## src/rtl/cpcp_pkg.sv

```systemverilog
package cpcp_pkg;

    // datapath word and field widths
    localparam int DW          = 32;
    localparam int RB_W        = 13;
    localparam int RENDER_W    = 16;
    localparam int OP_W        = 2;
    localparam int RATE_CODE_W = 3;
    localparam int CFG_IDX_W   = 1;

    // divider: quotient bits retired per cycle (must divide DW)
    localparam int DIV_BITS_DEFAULT = 2;

    localparam logic [DW-1:0]       CLOCK_DIVISOR = 32'd25;
    localparam logic [DW-1:0]       BOUND_NUM     = 32'h0100_0000;
    localparam logic [DW-1:0]       RENDER_CAP    = 32'd44100;
    localparam logic [DW-1:0]       CPU_CLOCK_RST = 32'd19660800;
    localparam logic [RATE_CODE_W-1:0] RATE_CODE_RST = 3'd2;

    // input op codes
    localparam logic [OP_W-1:0] OP_SETUP = 2'd0;
    localparam logic [OP_W-1:0] OP_RESET = 2'd1;
    localparam logic [OP_W-1:0] OP_SYNC  = 2'd2;

    // configuration register indexes
    localparam logic [CFG_IDX_W-1:0] CFG_CPU_CLOCK = 1'b0;
    localparam logic [CFG_IDX_W-1:0] CFG_RATE_CODE = 1'b1;

    // microprogram counter width
    localparam int UPC_W = 5;

    typedef enum logic [4:0] {
        U_IDLE,
        U_NOP,
        U_CLEAR,
        U_MARK,
        U_DIV_CLK,
        U_LD_CLK,
        U_DIV_BOUND,
        U_LD_BOUND,
        U_HALVE,
        U_DIV_GAP,
        U_LD_SETUP,
        U_GAP,
        U_MUL_GAP,
        U_DIV_DUE,
        U_LD_DUE,
        U_MUL_DUE,
        U_DIV_ADV,
        U_ADVANCE,
        U_EMIT
    } uop_t;

    typedef enum logic [3:0] {
        C_ALWAYS,
        C_NO_ACCEPT,
        C_IS_SETUP,
        C_IS_SYNC,
        C_DIV_BUSY,
        C_BOUND_OK,
        C_SKIP_SYNC,
        C_DUE_ZERO,
        C_OUT_BUSY
    } cond_t;

    typedef struct packed {
        uop_t             uop;
        cond_t            cond;
        logic [UPC_W-1:0] target;
    } ctl_t;

    typedef struct packed {
        logic accept;
        logic is_setup;
        logic is_sync;
        logic div_busy;
        logic bound_ok;
        logic skip_sync;
        logic due_zero;
        logic out_busy;
    } flags_t;

    // sample rate / 25 for each rate code
    function automatic logic [RB_W-1:0] rate_hz_base(input logic [RATE_CODE_W-1:0] code);
        logic [RB_W-1:0] v;
        begin
            case (code)
                3'd0:    v = 13'd441;
                3'd1:    v = 13'd882;
                3'd2:    v = 13'd1764;
                3'd3:    v = 13'd1920;
                3'd4:    v = 13'd3528;
                3'd5:    v = 13'd3840;
                3'd6:    v = 13'd7056;
                3'd7:    v = 13'd7680;
                default: v = 13'd0;
            endcase
            return v;
        end
    endfunction

endpackage

```

## src/rtl/cpcp_div.sv

```systemverilog
module cpcp_div
    import cpcp_pkg::*;
#(
    parameter int BITS_PER_CYCLE = DIV_BITS_DEFAULT
)
(
    input  logic          clk,
    input  logic          rst_n,
    input  logic          start,
    input  logic [DW-1:0] dividend,
    input  logic [DW-1:0] divisor,
    output logic          busy,
    output logic [DW-1:0] quotient
);

    localparam int STEPS = DW / BITS_PER_CYCLE;
    localparam int CNT_W = (STEPS > 1) ? $clog2(STEPS) : 1;
    localparam logic [CNT_W-1:0] CNT_LAST = CNT_W'(STEPS - 1);

    logic             busy_reg, busy_next;
    logic [CNT_W-1:0] cnt_reg, cnt_next;
    logic [DW-1:0]    rem_reg, rem_next;
    logic [DW-1:0]    quo_reg, quo_next;
    logic [DW-1:0]    dvs_reg, dvs_next;

    logic [DW-1:0]    rem_step;
    logic [DW-1:0]    quo_step;
    logic [DW:0]      trial;

    // restoring division, BITS_PER_CYCLE quotient bits per cycle
    always_comb
    begin
        rem_step = rem_reg;
        quo_step = quo_reg;
        trial    = '0;
        for (int k = 0; k < BITS_PER_CYCLE; k++)
        begin
            trial = {rem_step, quo_step[DW-1]};
            if (trial >= {1'b0, dvs_reg})
            begin
                trial    = trial - {1'b0, dvs_reg};
                quo_step = {quo_step[DW-2:0], 1'b1};
            end
            else
            begin
                quo_step = {quo_step[DW-2:0], 1'b0};
            end
            rem_step = trial[DW-1:0];
        end
    end

    always_comb
    begin
        busy_next = busy_reg;
        cnt_next  = cnt_reg;
        rem_next  = rem_reg;
        quo_next  = quo_reg;
        dvs_next  = dvs_reg;
        if (start)
        begin
            busy_next = 1'b1;
            cnt_next  = CNT_LAST;
            rem_next  = '0;
            quo_next  = dividend;
            dvs_next  = divisor;
        end
        else if (busy_reg)
        begin
            rem_next = rem_step;
            quo_next = quo_step;
            cnt_next = cnt_reg - 1'b1;
            if (cnt_reg == '0)
            begin
                busy_next = 1'b0;
            end
        end
    end

    always_ff @(posedge clk or negedge rst_n)
    begin
        if (!rst_n)
        begin
            busy_reg <= 1'b0;
            cnt_reg  <= '0;
        end
        else
        begin
            busy_reg <= busy_next;
            cnt_reg  <= cnt_next;
        end
    end

    always_ff @(posedge clk)
    begin
        rem_reg <= rem_next;
        quo_reg <= quo_next;
        dvs_reg <= dvs_next;
    end

    assign busy     = busy_reg;
    assign quotient = quo_reg;

endmodule

```

## src/rtl/cpcp_useq.sv

```systemverilog
module cpcp_useq
    import cpcp_pkg::*;
(
    input  logic   clk,
    input  logic   rst_n,
    input  flags_t flags,
    output ctl_t   ctl
);

    // step addresses
    localparam logic [UPC_W-1:0] S_IDLE     = 5'd0;
    localparam logic [UPC_W-1:0] S_SETUP    = 5'd4;
    localparam logic [UPC_W-1:0] S_CLK_WAIT = 5'd5;
    localparam logic [UPC_W-1:0] S_BND_WAIT = 5'd8;
    localparam logic [UPC_W-1:0] S_LOOP     = 5'd10;
    localparam logic [UPC_W-1:0] S_MIN_DIV  = 5'd12;
    localparam logic [UPC_W-1:0] S_MIN_WAIT = 5'd13;
    localparam logic [UPC_W-1:0] S_SYNC     = 5'd15;
    localparam logic [UPC_W-1:0] S_DUE_WAIT = 5'd19;
    localparam logic [UPC_W-1:0] S_ADV_WAIT = 5'd24;
    localparam logic [UPC_W-1:0] S_EMIT     = 5'd26;

    function automatic ctl_t rom(input logic [UPC_W-1:0] pc);
        ctl_t w;
        begin
            w = '{uop: U_NOP, cond: C_ALWAYS, target: S_IDLE};
            case (pc)
                5'd0:  w = '{uop: U_IDLE,      cond: C_NO_ACCEPT, target: S_IDLE};
                5'd1:  w = '{uop: U_CLEAR,     cond: C_IS_SETUP,  target: S_SETUP};
                5'd2:  w = '{uop: U_NOP,       cond: C_IS_SYNC,   target: S_SYNC};
                5'd3:  w = '{uop: U_MARK,      cond: C_ALWAYS,    target: S_EMIT};
                // setup
                5'd4:  w = '{uop: U_DIV_CLK,   cond: C_NO_ACCEPT, target: S_CLK_WAIT};
                5'd5:  w = '{uop: U_NOP,       cond: C_DIV_BUSY,  target: S_CLK_WAIT};
                5'd6:  w = '{uop: U_LD_CLK,    cond: C_NO_ACCEPT, target: S_IDLE};
                5'd7:  w = '{uop: U_DIV_BOUND, cond: C_NO_ACCEPT, target: S_IDLE};
                5'd8:  w = '{uop: U_NOP,       cond: C_DIV_BUSY,  target: S_BND_WAIT};
                5'd9:  w = '{uop: U_LD_BOUND,  cond: C_NO_ACCEPT, target: S_IDLE};
                5'd10: w = '{uop: U_NOP,       cond: C_BOUND_OK,  target: S_MIN_DIV};
                5'd11: w = '{uop: U_HALVE,     cond: C_ALWAYS,    target: S_LOOP};
                5'd12: w = '{uop: U_DIV_GAP,   cond: C_NO_ACCEPT, target: S_IDLE};
                5'd13: w = '{uop: U_NOP,       cond: C_DIV_BUSY,  target: S_MIN_WAIT};
                5'd14: w = '{uop: U_LD_SETUP,  cond: C_ALWAYS,    target: S_EMIT};
                // sync
                5'd15: w = '{uop: U_GAP,       cond: C_NO_ACCEPT, target: S_IDLE};
                5'd16: w = '{uop: U_NOP,       cond: C_SKIP_SYNC, target: S_EMIT};
                5'd17: w = '{uop: U_MUL_GAP,   cond: C_NO_ACCEPT, target: S_IDLE};
                5'd18: w = '{uop: U_DIV_DUE,   cond: C_NO_ACCEPT, target: S_IDLE};
                5'd19: w = '{uop: U_NOP,       cond: C_DIV_BUSY,  target: S_DUE_WAIT};
                5'd20: w = '{uop: U_LD_DUE,    cond: C_NO_ACCEPT, target: S_IDLE};
                5'd21: w = '{uop: U_NOP,       cond: C_DUE_ZERO,  target: S_EMIT};
                5'd22: w = '{uop: U_MUL_DUE,   cond: C_NO_ACCEPT, target: S_IDLE};
                5'd23: w = '{uop: U_DIV_ADV,   cond: C_NO_ACCEPT, target: S_IDLE};
                5'd24: w = '{uop: U_NOP,       cond: C_DIV_BUSY,  target: S_ADV_WAIT};
                5'd25: w = '{uop: U_ADVANCE,   cond: C_NO_ACCEPT, target: S_IDLE};
                // result
                5'd26: w = '{uop: U_EMIT,      cond: C_OUT_BUSY,  target: S_EMIT};
                5'd27: w = '{uop: U_NOP,       cond: C_ALWAYS,    target: S_IDLE};
                default: w = '{uop: U_NOP,     cond: C_ALWAYS,    target: S_IDLE};
            endcase
            return w;
        end
    endfunction

    logic [UPC_W-1:0] pc_reg, pc_next;
    ctl_t             word;
    logic             take;

    // outside the idle step, no input is accepted, so C_NO_ACCEPT loops back
    // at the idle step only while accept is low; it is used as the plain
    // fall-through condition elsewhere since in_stall is high off idle.
    always_comb
    begin
        word = rom(pc_reg);
        case (word.cond)
            C_ALWAYS:    take = 1'b1;
            C_NO_ACCEPT: take = (pc_reg == S_IDLE) && !flags.accept;
            C_IS_SETUP:  take = flags.is_setup;
            C_IS_SYNC:   take = flags.is_sync;
            C_DIV_BUSY:  take = flags.div_busy;
            C_BOUND_OK:  take = flags.bound_ok;
            C_SKIP_SYNC: take = flags.skip_sync;
            C_DUE_ZERO:  take = flags.due_zero;
            C_OUT_BUSY:  take = flags.out_busy;
            default:     take = 1'b0;
        endcase
        pc_next = take ? word.target : pc_reg + 1'b1;
    end

    always_ff @(posedge clk or negedge rst_n)
    begin
        if (!rst_n)
        begin
            pc_reg <= S_IDLE;
        end
        else
        begin
            pc_reg <= pc_next;
        end
    end

    assign ctl = word;

endmodule

```

## src/rtl/cpu_clock_to_sample_pacer_unit.sv

```systemverilog
// CPU clock to sample pacer. Every input word (op, now_clock) yields a result
// word of its own. Setup (op 0) divides cpu_clock_hz and the selected sample
// rate by 25, halves both (rounding up) until the rate base is at most
// 0x0100_0000 / (unhalved clock base >> 8), with no limit when that shift is
// zero, stores the bases and a minimum cycle gap, and marks now_clock as the
// sync point. Reset point (op 1) only re-marks the sync point; op 3 does
// nothing. Sync (op 2) turns the cycles since the sync point into samples
// (32-bit wrapping math), advances the sync point by the whole cycles those
// samples cover, and reports samples_due, samples_rendered (capped at 44100)
// and advanced; other ops give zeros. One word is in flight at a time:
// in_stall is high from acceptance until just after the result is loaded
// into the output register, which may still be waiting on out_stall when
// the next word is taken. Timing is set by one shared iterative divider that
// retires DIV_RADIX_BITS quotient bits per cycle and a microcoded step
// sequencer. Configuration must be written only while the block is idle.
module cpu_clock_to_sample_pacer_unit
    import cpcp_pkg::*;
#(
    parameter int DIV_RADIX_BITS = DIV_BITS_DEFAULT
)
(
    input  logic                 clk,
    input  logic                 rst_n,
    // config write port
    input  logic                 cfg_we,
    input  logic [CFG_IDX_W-1:0] cfg_index,
    input  logic [DW-1:0]        cfg_data,
    // input words
    input  logic                 in_valid,
    output logic                 in_stall,
    input  logic [OP_W-1:0]      op,
    input  logic [DW-1:0]        now_clock,
    // result words
    output logic                 out_valid,
    input  logic                 out_stall,
    output logic [DW-1:0]        samples_due,
    output logic [RENDER_W-1:0]  samples_rendered,
    output logic                 advanced
);

    // config registers
    logic [DW-1:0]          cpu_clock_hz_reg, cpu_clock_hz_next;
    logic [RATE_CODE_W-1:0] rate_code_reg, rate_code_next;

    // architectural state
    logic [DW-1:0]   last_sync_reg, last_sync_next;
    logic [RB_W-1:0] rate_base_reg, rate_base_next;
    logic [DW-1:0]   clock_base_reg, clock_base_next;
    logic [DW-1:0]   min_gap_reg, min_gap_next;

    // working registers
    logic [OP_W-1:0] op_reg, op_next;
    logic [DW-1:0]   now_reg, now_next;
    logic [DW-1:0]   clk_reg, clk_next;
    logic [RB_W-1:0] hz_reg, hz_next;
    logic [DW-1:0]   bound_reg, bound_next;
    logic [DW-1:0]   gap_reg, gap_next;
    logic [DW-1:0]   prod_reg, prod_next;
    logic [DW-1:0]   due_reg, due_next;
    logic            moved_reg, moved_next;

    // output register
    logic                out_valid_reg, out_valid_next;
    logic [DW-1:0]       out_due_reg, out_due_next;
    logic [RENDER_W-1:0] out_rend_reg, out_rend_next;
    logic                out_adv_reg, out_adv_next;

    ctl_t          ctl;
    flags_t        flags;
    logic          accept;
    logic          emit_load;
    logic          div_start;
    logic          div_busy;
    logic [DW-1:0] div_a;
    logic [DW-1:0] div_b;
    logic [DW-1:0] quot;
    logic [DW-1:0] mul_a;
    logic [DW-1:0] mul_b;
    logic [2*DW-1:0] mul_p;
    logic [DW:0]     clk_inc;
    logic [RB_W:0]   hz_inc;

    assign in_stall = (ctl.uop != U_IDLE);
    assign accept   = in_valid && !in_stall;

    cpcp_useq u_useq (
        .clk   (clk),
        .rst_n (rst_n),
        .flags (flags),
        .ctl   (ctl)
    );

    cpcp_div #(
        .BITS_PER_CYCLE (DIV_RADIX_BITS)
    ) u_div (
        .clk      (clk),
        .rst_n    (rst_n),
        .start    (div_start),
        .dividend (div_a),
        .divisor  (div_b),
        .busy     (div_busy),
        .quotient (quot)
    );

    // condition flags for the sequencer
    always_comb
    begin
        flags.accept    = accept;
        flags.is_setup  = (op_reg == OP_SETUP);
        flags.is_sync   = (op_reg == OP_SYNC);
        flags.div_busy  = div_busy;
        flags.bound_ok  = (bound_reg >= {{(DW-RB_W){1'b0}}, hz_reg});
        flags.skip_sync = (gap_reg < min_gap_reg) || (clock_base_reg == '0)
                          || (rate_base_reg == '0);
        flags.due_zero  = (due_reg == '0);
        flags.out_busy  = out_valid_reg && out_stall;
    end

    // divider operand select
    always_comb
    begin
        div_start = 1'b0;
        div_a     = '0;
        div_b     = '0;
        case (ctl.uop)
            U_DIV_CLK:
            begin
                div_start = 1'b1;
                div_a     = cpu_clock_hz_reg;
                div_b     = CLOCK_DIVISOR;
            end
            U_DIV_BOUND:
            begin
                div_start = 1'b1;
                div_a     = BOUND_NUM;
                div_b     = {8'd0, clk_reg[DW-1:8]};
            end
            U_DIV_GAP:
            begin
                div_start = 1'b1;
                div_a     = {clk_reg[DW-2:0], 1'b0};
                div_b     = {{(DW-RB_W){1'b0}}, hz_reg};
            end
            U_DIV_DUE:
            begin
                div_start = 1'b1;
                div_a     = prod_reg;
                div_b     = clock_base_reg;
            end
            U_DIV_ADV:
            begin
                div_start = 1'b1;
                div_a     = prod_reg;
                div_b     = {{(DW-RB_W){1'b0}}, rate_base_reg};
            end
            default:
            begin
                div_start = 1'b0;
            end
        endcase
    end

    // single shared multiplier, low word used
    assign mul_a = (ctl.uop == U_MUL_DUE) ? due_reg : gap_reg;
    assign mul_b = (ctl.uop == U_MUL_DUE) ? clock_base_reg
                                          : {{(DW-RB_W){1'b0}}, rate_base_reg};
    assign mul_p = mul_a * mul_b;

    // round-up halving
    assign clk_inc = {1'b0, clk_reg} + {{DW{1'b0}}, 1'b1};
    assign hz_inc  = {1'b0, hz_reg} + {{RB_W{1'b0}}, 1'b1};

    assign emit_load = (ctl.uop == U_EMIT) && !flags.out_busy;

    // datapath
    always_comb
    begin
        cpu_clock_hz_next = cpu_clock_hz_reg;
        rate_code_next    = rate_code_reg;
        last_sync_next    = last_sync_reg;
        rate_base_next    = rate_base_reg;
        clock_base_next   = clock_base_reg;
        min_gap_next      = min_gap_reg;
        op_next           = op_reg;
        now_next          = now_reg;
        clk_next          = clk_reg;
        hz_next           = hz_reg;
        bound_next        = bound_reg;
        gap_next          = gap_reg;
        prod_next         = prod_reg;
        due_next          = due_reg;
        moved_next        = moved_reg;

        if (cfg_we)
        begin
            case (cfg_index)
                CFG_CPU_CLOCK: cpu_clock_hz_next = cfg_data;
                CFG_RATE_CODE: rate_code_next    = cfg_data[RATE_CODE_W-1:0];
                default:       cpu_clock_hz_next = cpu_clock_hz_reg;
            endcase
        end

        if (accept)
        begin
            op_next  = op;
            now_next = now_clock;
        end

        case (ctl.uop)
            U_CLEAR:
            begin
                due_next   = '0;
                moved_next = 1'b0;
            end
            U_MARK:
            begin
                if (op_reg == OP_RESET)
                begin
                    last_sync_next = now_reg;
                end
            end
            U_LD_CLK:
            begin
                clk_next = quot;
                hz_next  = rate_hz_base(rate_code_reg);
            end
            U_LD_BOUND:
            begin
                // tiny clock: bound saturates
                bound_next = (clk_reg[DW-1:8] == '0) ? '1 : quot;
            end
            U_HALVE:
            begin
                clk_next = clk_inc[DW:1];
                hz_next  = hz_inc[RB_W:1];
            end
            U_LD_SETUP:
            begin
                rate_base_next  = hz_reg;
                clock_base_next = clk_reg;
                min_gap_next    = (hz_reg == '0) ? '0 : quot;
                last_sync_next  = now_reg;
            end
            U_GAP:
            begin
                gap_next = now_reg - last_sync_reg;
            end
            U_MUL_GAP, U_MUL_DUE:
            begin
                prod_next = mul_p[DW-1:0];
            end
            U_LD_DUE:
            begin
                due_next = quot;
            end
            U_ADVANCE:
            begin
                last_sync_next = last_sync_reg + quot;
                moved_next     = 1'b1;
            end
            default:
            begin
                moved_next = moved_reg;
            end
        endcase
    end

    // output register
    always_comb
    begin
        out_valid_next = out_valid_reg;
        out_due_next   = out_due_reg;
        out_rend_next  = out_rend_reg;
        out_adv_next   = out_adv_reg;
        if (emit_load)
        begin
            out_valid_next = 1'b1;
            out_due_next   = due_reg;
            out_rend_next  = (due_reg < RENDER_CAP) ? due_reg[RENDER_W-1:0]
                                                    : RENDER_CAP[RENDER_W-1:0];
            out_adv_next   = moved_reg;
        end
        else if (!out_stall)
        begin
            out_valid_next = 1'b0;
        end
    end

    always_ff @(posedge clk or negedge rst_n)
    begin
        if (!rst_n)
        begin
            cpu_clock_hz_reg <= CPU_CLOCK_RST;
            rate_code_reg    <= RATE_CODE_RST;
            last_sync_reg    <= '0;
            rate_base_reg    <= '0;
            clock_base_reg   <= '0;
            min_gap_reg      <= '0;
            out_valid_reg    <= 1'b0;
        end
        else
        begin
            cpu_clock_hz_reg <= cpu_clock_hz_next;
            rate_code_reg    <= rate_code_next;
            last_sync_reg    <= last_sync_next;
            rate_base_reg    <= rate_base_next;
            clock_base_reg   <= clock_base_next;
            min_gap_reg      <= min_gap_next;
            out_valid_reg    <= out_valid_next;
        end
    end

    always_ff @(posedge clk)
    begin
        op_reg       <= op_next;
        now_reg      <= now_next;
        clk_reg      <= clk_next;
        hz_reg       <= hz_next;
        bound_reg    <= bound_next;
        gap_reg      <= gap_next;
        prod_reg     <= prod_next;
        due_reg      <= due_next;
        moved_reg    <= moved_next;
        out_due_reg  <= out_due_next;
        out_rend_reg <= out_rend_next;
        out_adv_reg  <= out_adv_next;
    end

    assign out_valid        = out_valid_reg;
    assign samples_due      = out_due_reg;
    assign samples_rendered = out_rend_reg;
    assign advanced         = out_adv_reg;

    // never restart the divider mid-operation
    assert property (@(posedge clk) disable iff (!rst_n)
        div_start |-> !div_busy)
        else $error("divider started while busy");

    // the sync point moves only on a nonzero sample count
    assert property (@(posedge clk) disable iff (!rst_n)
        out_valid_reg && out_adv_reg |-> out_due_reg != '0)
        else $error("advance reported with zero samples");

    // rendered count is the capped due count
    assert property (@(posedge clk) disable iff (!rst_n)
        out_valid_reg |-> (out_rend_reg == out_due_reg[RENDER_W-1:0]
                           || out_rend_reg == RENDER_CAP[RENDER_W-1:0]))
        else $error("rendered count not derived from due count");

    // a result is loaded only into a free output register
    assert property (@(posedge clk) disable iff (!rst_n)
        emit_load |-> !(out_valid_reg && out_stall))
        else $error("result overwrote a stalled word");

endmodule

```

## config.mk

```make
export PLATFORM = sky130hd
export DESIGN_NAME = cpu_clock_to_sample_pacer_unit
export DESIGN_NICKNAME = d
export VERILOG_FILES = /design/src/rtl/cpcp_pkg.sv /design/src/rtl/cpcp_div.sv /design/src/rtl/cpcp_useq.sv /design/src/rtl/cpu_clock_to_sample_pacer_unit.sv
export SDC_FILE = /design/constraint.sdc
export NUM_CORES = 2
export LEC_CHECK = 0
export BUFFER_PORTS_ARGS = -buffer_cell sky130_fd_sc_hd__buf_2
export CORE_ASPECT_RATIO = 1.25
export CORE_MARGIN = 2
export CORE_UTILIZATION = 40
export CTS_CLUSTER_SIZE = 12
export DETAILED_ROUTE_END_ITERATION = 7
export SLEW_MARGIN = 30
export SYNTH_ARGS = -nofsm -noshare
export SYNTH_HDL_FRONTEND = slang
export SYNTH_SLANG_ARGS = --single-unit
export TNS_END_PERCENT = 10
```

## constraint.sdc

```tcl
create_clock -name clk -period 13.9 [get_ports clk]
set_clock_uncertainty 0.2 [all_clocks]
set_input_delay 2.085 -clock clk [delete_from_list [all_inputs] [get_ports clk]]
set_output_delay 2.085 -clock clk [all_outputs]
set_load 0.01 [all_outputs]
```

# Yosys cells after proc, flatten, opt, wreduce, memory -nomap -nowiden
# Memory sizes are Yosys's and may differ from the RTL's.
# Cells that the tools add are included.
# classes
reduce_logical,30
n_mux,27
order_cmp,5
addsub,8
n_eq_ne,29
n_div,0
bitwise,1
mul,1
n_shift,0
# op_table
cell,count
two-way mux 32 bit,8
one-hot mux 32 bit (5 select lines),1
one-hot mux 32 bit (2 select lines),2
one-hot mux 32 bit (4 select lines),1
one-hot mux 32 bit (3 select lines),1
subtractor 32 bit,3
greater-or-equal comparator 33 x 32 -> 1 bit,2
logical NOT 32 bit,2
equality test 5 x 4 -> 1 bit (second input constant),8
adder 32 x 1 -> 33 bit (second input constant),1
adder 32 bit,1
greater-or-equal comparator 32 x 13 -> 1 bit,1
less-than comparator 32 x 16 -> 1 bit (second input constant),1
less-than comparator 32 bit,1
multiplier 32 x 32 -> 32 bit,1
logical NOT 13 bit,2
one-hot mux 13 bit (2 select lines),1
logical NOT 24 bit,1
equality test 5 x 3 -> 1 bit (second input constant),4
equality test 4 x 3 -> 1 bit (second input constant),4
equality test 5 bit (second input constant),3
adder 13 x 1 -> 14 bit (second input constant),1
equality test 5 x 2 -> 1 bit (second input constant),2
one-hot mux 1 bit (9 select lines),1
other kinds (26),48
# word_totals
wordCells,128
in_bits,72
reg_bits,508
latchBits,0
mem_bits_rw,0
memories,2
output_inout_bits,51
mem_bits_ro,552
# memory_table
name,words,word_bits,rd,rd_clocked_by_memory_dff,wr,line,text
(name not given),32,14,1,0,0,cpcp_useq.sv:27,case (pc)
(name not given),8,13,1,0,0,cpcp_pkg.sv:87,case (code)

# Logic depth before layout (Yosys ltp)
# An unclocked memory read counts as a cell.
# logic_depth
word_depth,8
depth_mapped,42
depth_no_buf,39

# Hierarchy
# From an unflattened synthesis, not the netlist that was laid out.
# hier_totals
cells_unflattened,4738
hier_area_um2,45834.0
# modules_own_cells
module,cells_each,seq_area_each_um2,n_inst,area_per_inst_um2
cpu_clock_to_sample_pacer_unit,3765,11352.1,1,37046.8
cpcp_div,852,2687.6,1,7851.3
cpcp_useq,121,125.1,1,935.9

# Worst setup path after synthesis
# Ideal clock, no wire load.
# synth_path
path_kind,reg-to-reg
start,register u_useq.pc_reg[0]
end,"register prod_reg[31], data pin"
period_less_slack_ns,9.750
setup_time_ns,0.265
setup_slack_ns,4.150
required_time_ns,13.435
n_path_buf,2
path_stages_with_launch,38
arrival_time_ns,9.285
path_cell_list,dfrtp_1 inv_1 ha_1 inv_1 mux4_2 o21ai_1 nand2_1 nor2_1 buf_2 buf_2 mux2i_1 nor2_1 fa_1 inv_1 fa_1 fa_1 fa_1 inv_1 [2 not listed] fa_1 inv_1 fa_1 inv_1 fa_1 inv_1 ha_1 a21o_1 a21o_1 a21oi_1 nand2_1 o21ai_0 a21oi_1 o21a_1 nor2_1 o21bai_1 a311oi_1 xnor2_1
# synth_between
elab_chain_cells,4
elab_cells_between_ends,5
cone_classes,mul: 1; eq/ne: 1; mux: 2; memory: 1
# synth_rtl
element,line,text
from (decl),cpcp_useq.sv:65,"logic [UPC_W-1:0] pc_reg, pc_next;"
from (signal assigned),cpcp_useq.sv:98,pc_reg <= pc_next;
memory read (32 x 14 bit) (*),n/a,
equality test 5 x 4 -> 1 bit (*),"cpu_clock_to_sample_pacer_unit.sv:164, cpu_clock_to_sample_pacer_unit.sv:165",
"two-way mux 32 bit, on equally long branches","cpu_clock_to_sample_pacer_unit.sv:164, cpu_clock_to_sample_pacer_unit.sv:165",
multiplier 32 x 32 -> 32 bit (*),cpu_clock_to_sample_pacer_unit.sv:167,assign mul_p = mul_a * mul_b;
via mul_p[31],cpu_clock_to_sample_pacer_unit.sv:79,logic [2*DW-1:0] mul_p;
to (signal assigned),cpu_clock_to_sample_pacer_unit.sv:321,prod_reg <= prod_next;
to (decl),cpu_clock_to_sample_pacer_unit.sv:58,"logic [DW-1:0] prod_reg, prod_next;"
# Mark *: on every way through the listed nets, which the timed path passes. The rest lies on a longest branch.
# A chain may end at the register's enable or synchronous reset.

# Worst setup path in the final report
# Same ends and word-level chain as after synthesis.

==> parameters.txt <==
Parameter                              Value

Synthesis
  Post-synth ARST share ... 30.51%
  Cells after synthesis ... 4699
  Top cell type's share of synthesized area ... 21.48%
  Synthesized flop and latch total ... 508
  Number of distinct library cells after synthesis ... 80
  Most numerous cell in the Yosys netlist ... nand2_1
  Yosys Warn Count ... 0
  Post-Syn Area ... 44870 um^2
  Main flop type after synthesis ... edfxtp_1
  Post-synth top cells ... nand2_1, inv_1, fa_1
  Ranking of synthesized cells by area ... edfxtp_1, fa_1, ha_1
  Sequential share of the synthesized area ... 31.57%
  Syn avg cell area ... roughly 9.5 um^2
  Net count after synthesis ... 5493
  Number of enable flip-flop cells after synthesis ... between 300 and 400
  Leading area contributor after synthesis ... edfxtp_1

Worst setup path
  Cell with the largest stage delay on the worst path ... mux2i_2
  Most numerous cell on the critical path ... fa_1
  Largest driver fanout on the critical path ... 25
  Type of the worst setup path ... flip-flop to flip-flop
  Startpoint kind of the worst setup timing path ... flip-flop
  Slowest cell delay on critical path ... 0.77 ns
  Cell class contributing the biggest share of worst-path delay ... adder cells
  Crit path required time ... 14.12 ns
  Kind of end point of the critical path ... flip-flop
  CP bufs+invs ... 8
  Arrival time of the worst setup path ... between 10 and 15 ns

Clock network
  # Post-CTS Setup Buffers ... 0
  Max Buffers Root-to-Sink ... 3
  Clock latency at the later pin of the worst-skew pair ... 0.68 ns
  Count of H-tree levels built during CTS ... 2
  CTS tree ... done
  CTS Root Buffer Type ... clkbuf_16
  Number of resized instances in the post-cts repair step ... 0
  Clk slew on worst S/H paths ... 0.06 ns
  Number of buffers created by CTS ... 57
  Cts-stage hold buffer count ... 0
  Number of clock sinks ... 508

GRT
  Antenna violations before repair ... 11
  Via count of the first global-routing pass ... 35.53k
  Overall routing resource usage ... 26.41%
  Maximum number of pins on one net before global-route repair ... approximately 100
  Wire length of the first global-routing pass ... 225300 um
  Grt ovf ... 0

Timing
  Maximum clock frequency ... 85.33 MHz
  Pins Over Slew Limit ... 0
  Final Setup Violations ... 0
  Fin crit period ... 11.72 ns
  Final worst hold slack ... 0.2689 ns
  Headroom to the max-slew limit ... between 30% and 40%
  Share of the clock period used by the worst path ... 84.31%
  Unrepaired setup endpoints after global routing ... false
  Setup TNS ... 0 ns
  Final Hold Fails ... 0
  Final critical-path setup slack ... 2.181 ns
  Worst Tran Pin Value ... 1.035 ns

Placed design
  Quantity of I/O buffers inserted on ports ... 122
  HPWL after detailed placement ... 117000 um
  Pre-CTS WS ... 2.169 ns
  Routability Congestion ... 1.012

Cells and area
  Layout Area Growth over Synthesis ... 9.922%
  Area of the multi-input gates ... 27860 um^2
  Nets ... approximately 5.6k
  Ratio of cells with drive above 1 in the final layout ... 10.03%
  Number of filler instances in the final layout ... 10.74k
  Reg area ... 14170 um^2

Floorplan
  Core region area ... between 100000 and 150000 um^2
  Starting density of the core ... 40.27%
  Floorplan die height ... 378.4 um
  Area of the die ... about 110000 um^2
  Die X ... 303.6 um
  Number of standard-cell rows in the floorplan ... approximately 140
  I/O pins ... 123

Route
  Average detailed-routed wire length per instance ... 24.03 um
  Total via count in the routed design ... approximately 35k
  Number of nets still failing antenna checks after routing ... 0
  Via density per instance ... ~5.6
  Post-route DRC ... 0
  Initial detailed-routing violation count ... 3340
  Total Wirelength ... 150800 um
  Detailed Routing Iterations Pass 1 ... 7

Run status
  Run status ... complete, no violations

Job
  Number of max-cap violations ... 0

Min path
  Kind of path behind the tightest hold check ... flip-flop to flip-flop
per-stage QoR:
| step | area [um^2] | utilization [%] | cells |
|---|---|---|---|
| after CTS | 49290 | 44.23 | 6273 |
| after global routing | 49310 | 44.26 | 6274 |
| after detailed placement | 47370 | 42.51 | 6166 |
| after global placement | 47310 | 42.46 | 6164 |
| after floorplan | 44870 | - | 4699 |
| final | 49320 | 44.26 | 6277 |
cells by family (layout without fill, tap and decap cells):
kind of cell	after synthesis	after routing	synth area share (%)
compound gates	805	805	11.30
xor+xnor	240	240	4.685
fa+ha+maj	722	722	27.03
buf+inv	780	895	6.654
flops	508	508	31.57
mux	133	133	3.249
other cells	0	4	0
simple gates	1511	1511	15.51
worst register-to-register path, delay by kind of cell, from the launching register on:
family / cells / cell delay [ns]
adder cells (fa/ha/maj): 10 / 4.72
XOR/XNOR: 1 / 0.11
flip-flops: 1 / 0.56
AND/OR/NAND/NOR: 8 / 2.41
multiplexers: 2 / 0.90
buffers and inverters: 8 / 0.82
AO/OA/AOI/OAI: 8 / 1.77
final timing paths:
check	from	end	slack, ns	depth (start not counted)
max reg2reg	u_useq.pc_reg[0]$_DFF_PN0_	prod_reg[31]$_DFFE_PP_	2.18	37
min reg2reg	moved_reg$_DFFE_PP_	advanced$_DFFE_PP_	0.27	0
min in group asynchronous	rst_n	min_gap_reg[30]$_DFFE_PN0N_	1.15	1
min	moved_reg$_DFFE_PP_	advanced$_DFFE_PP_	0.27	0
max in group asynchronous	rst_n	last_sync_reg[3]$_DFFE_PN0P_	11.21	2
max	u_useq.pc_reg[0]$_DFF_PN0_	prod_reg[31]$_DFFE_PP_	2.18	37
cell usage in the layout, fill, tap and decap left out, types with 30 or more instances in the layout:
| cell | netlist | layout |
|---|---|---|
| dfxtp_1 | 32 | 32 |
| and2_1 | 73 | 73 |
| o21ai_0 | 228 | 228 |
| ha_1 | 310 | 310 |
| edfxtp_1 | 321 | 321 |
| fa_1 | 412 | 412 |
| a222oi_1 | 30 | 30 |
| buf_2 | 46 | 121 |
| nand2b_1 | 36 | 36 |
| and3_1 | 140 | 140 |
| buf_4 | 0 | 96 |
| nor2b_1 | 31 | 30 |
| nor4_1 | 38 | 38 |
| mux2i_1 | 52 | 46 |
| a21o_1 | 62 | 62 |
| xor2_1 | 87 | 87 |
| dfrtp_1 | 150 | 149 |
| a21oi_1 | 224 | 222 |
| nand4_1 | 31 | 31 |
| a22oi_1 | 33 | 33 |
| nand2_1 | 584 | 584 |
| a211oi_1 | 37 | 36 |
| clkbuf_16 | 0 | 57 |
| or2_2 | 48 | 48 |
| nand3_1 | 87 | 86 |
| mux2_2 | 77 | 77 |
| xnor2_1 | 153 | 153 |
| inv_1 | 565 | 564 |
| nor2_1 | 375 | 366 |
cell type report:
cell class                      instances  share of cell area, %
Clock buffer                           81                  3.257
Multi-Input combinational cell       3411                  56.49
Inverter                              566                  4.308
Antenna cell                            4                0.02030
Clock inverter                         26                 0.6292
Sequential cell                       508                  28.72
Timing Repair Buffer                  222                  2.869
Tap cell                             1459                  3.701
metal layers:
metal  vias to the layer above  routed length (um)  track usage [%]
met5                         -                  58                0
met4                        10                8890            13.63
met3                       356               11280            4.291
met2                      1508               71320            43.54
met1                     17470               59280            33.27
li1                      15970                   -                -
Power is not shown: default switching activity piles up to over one toggle a cycle in this logic, so the estimate is an artifact.
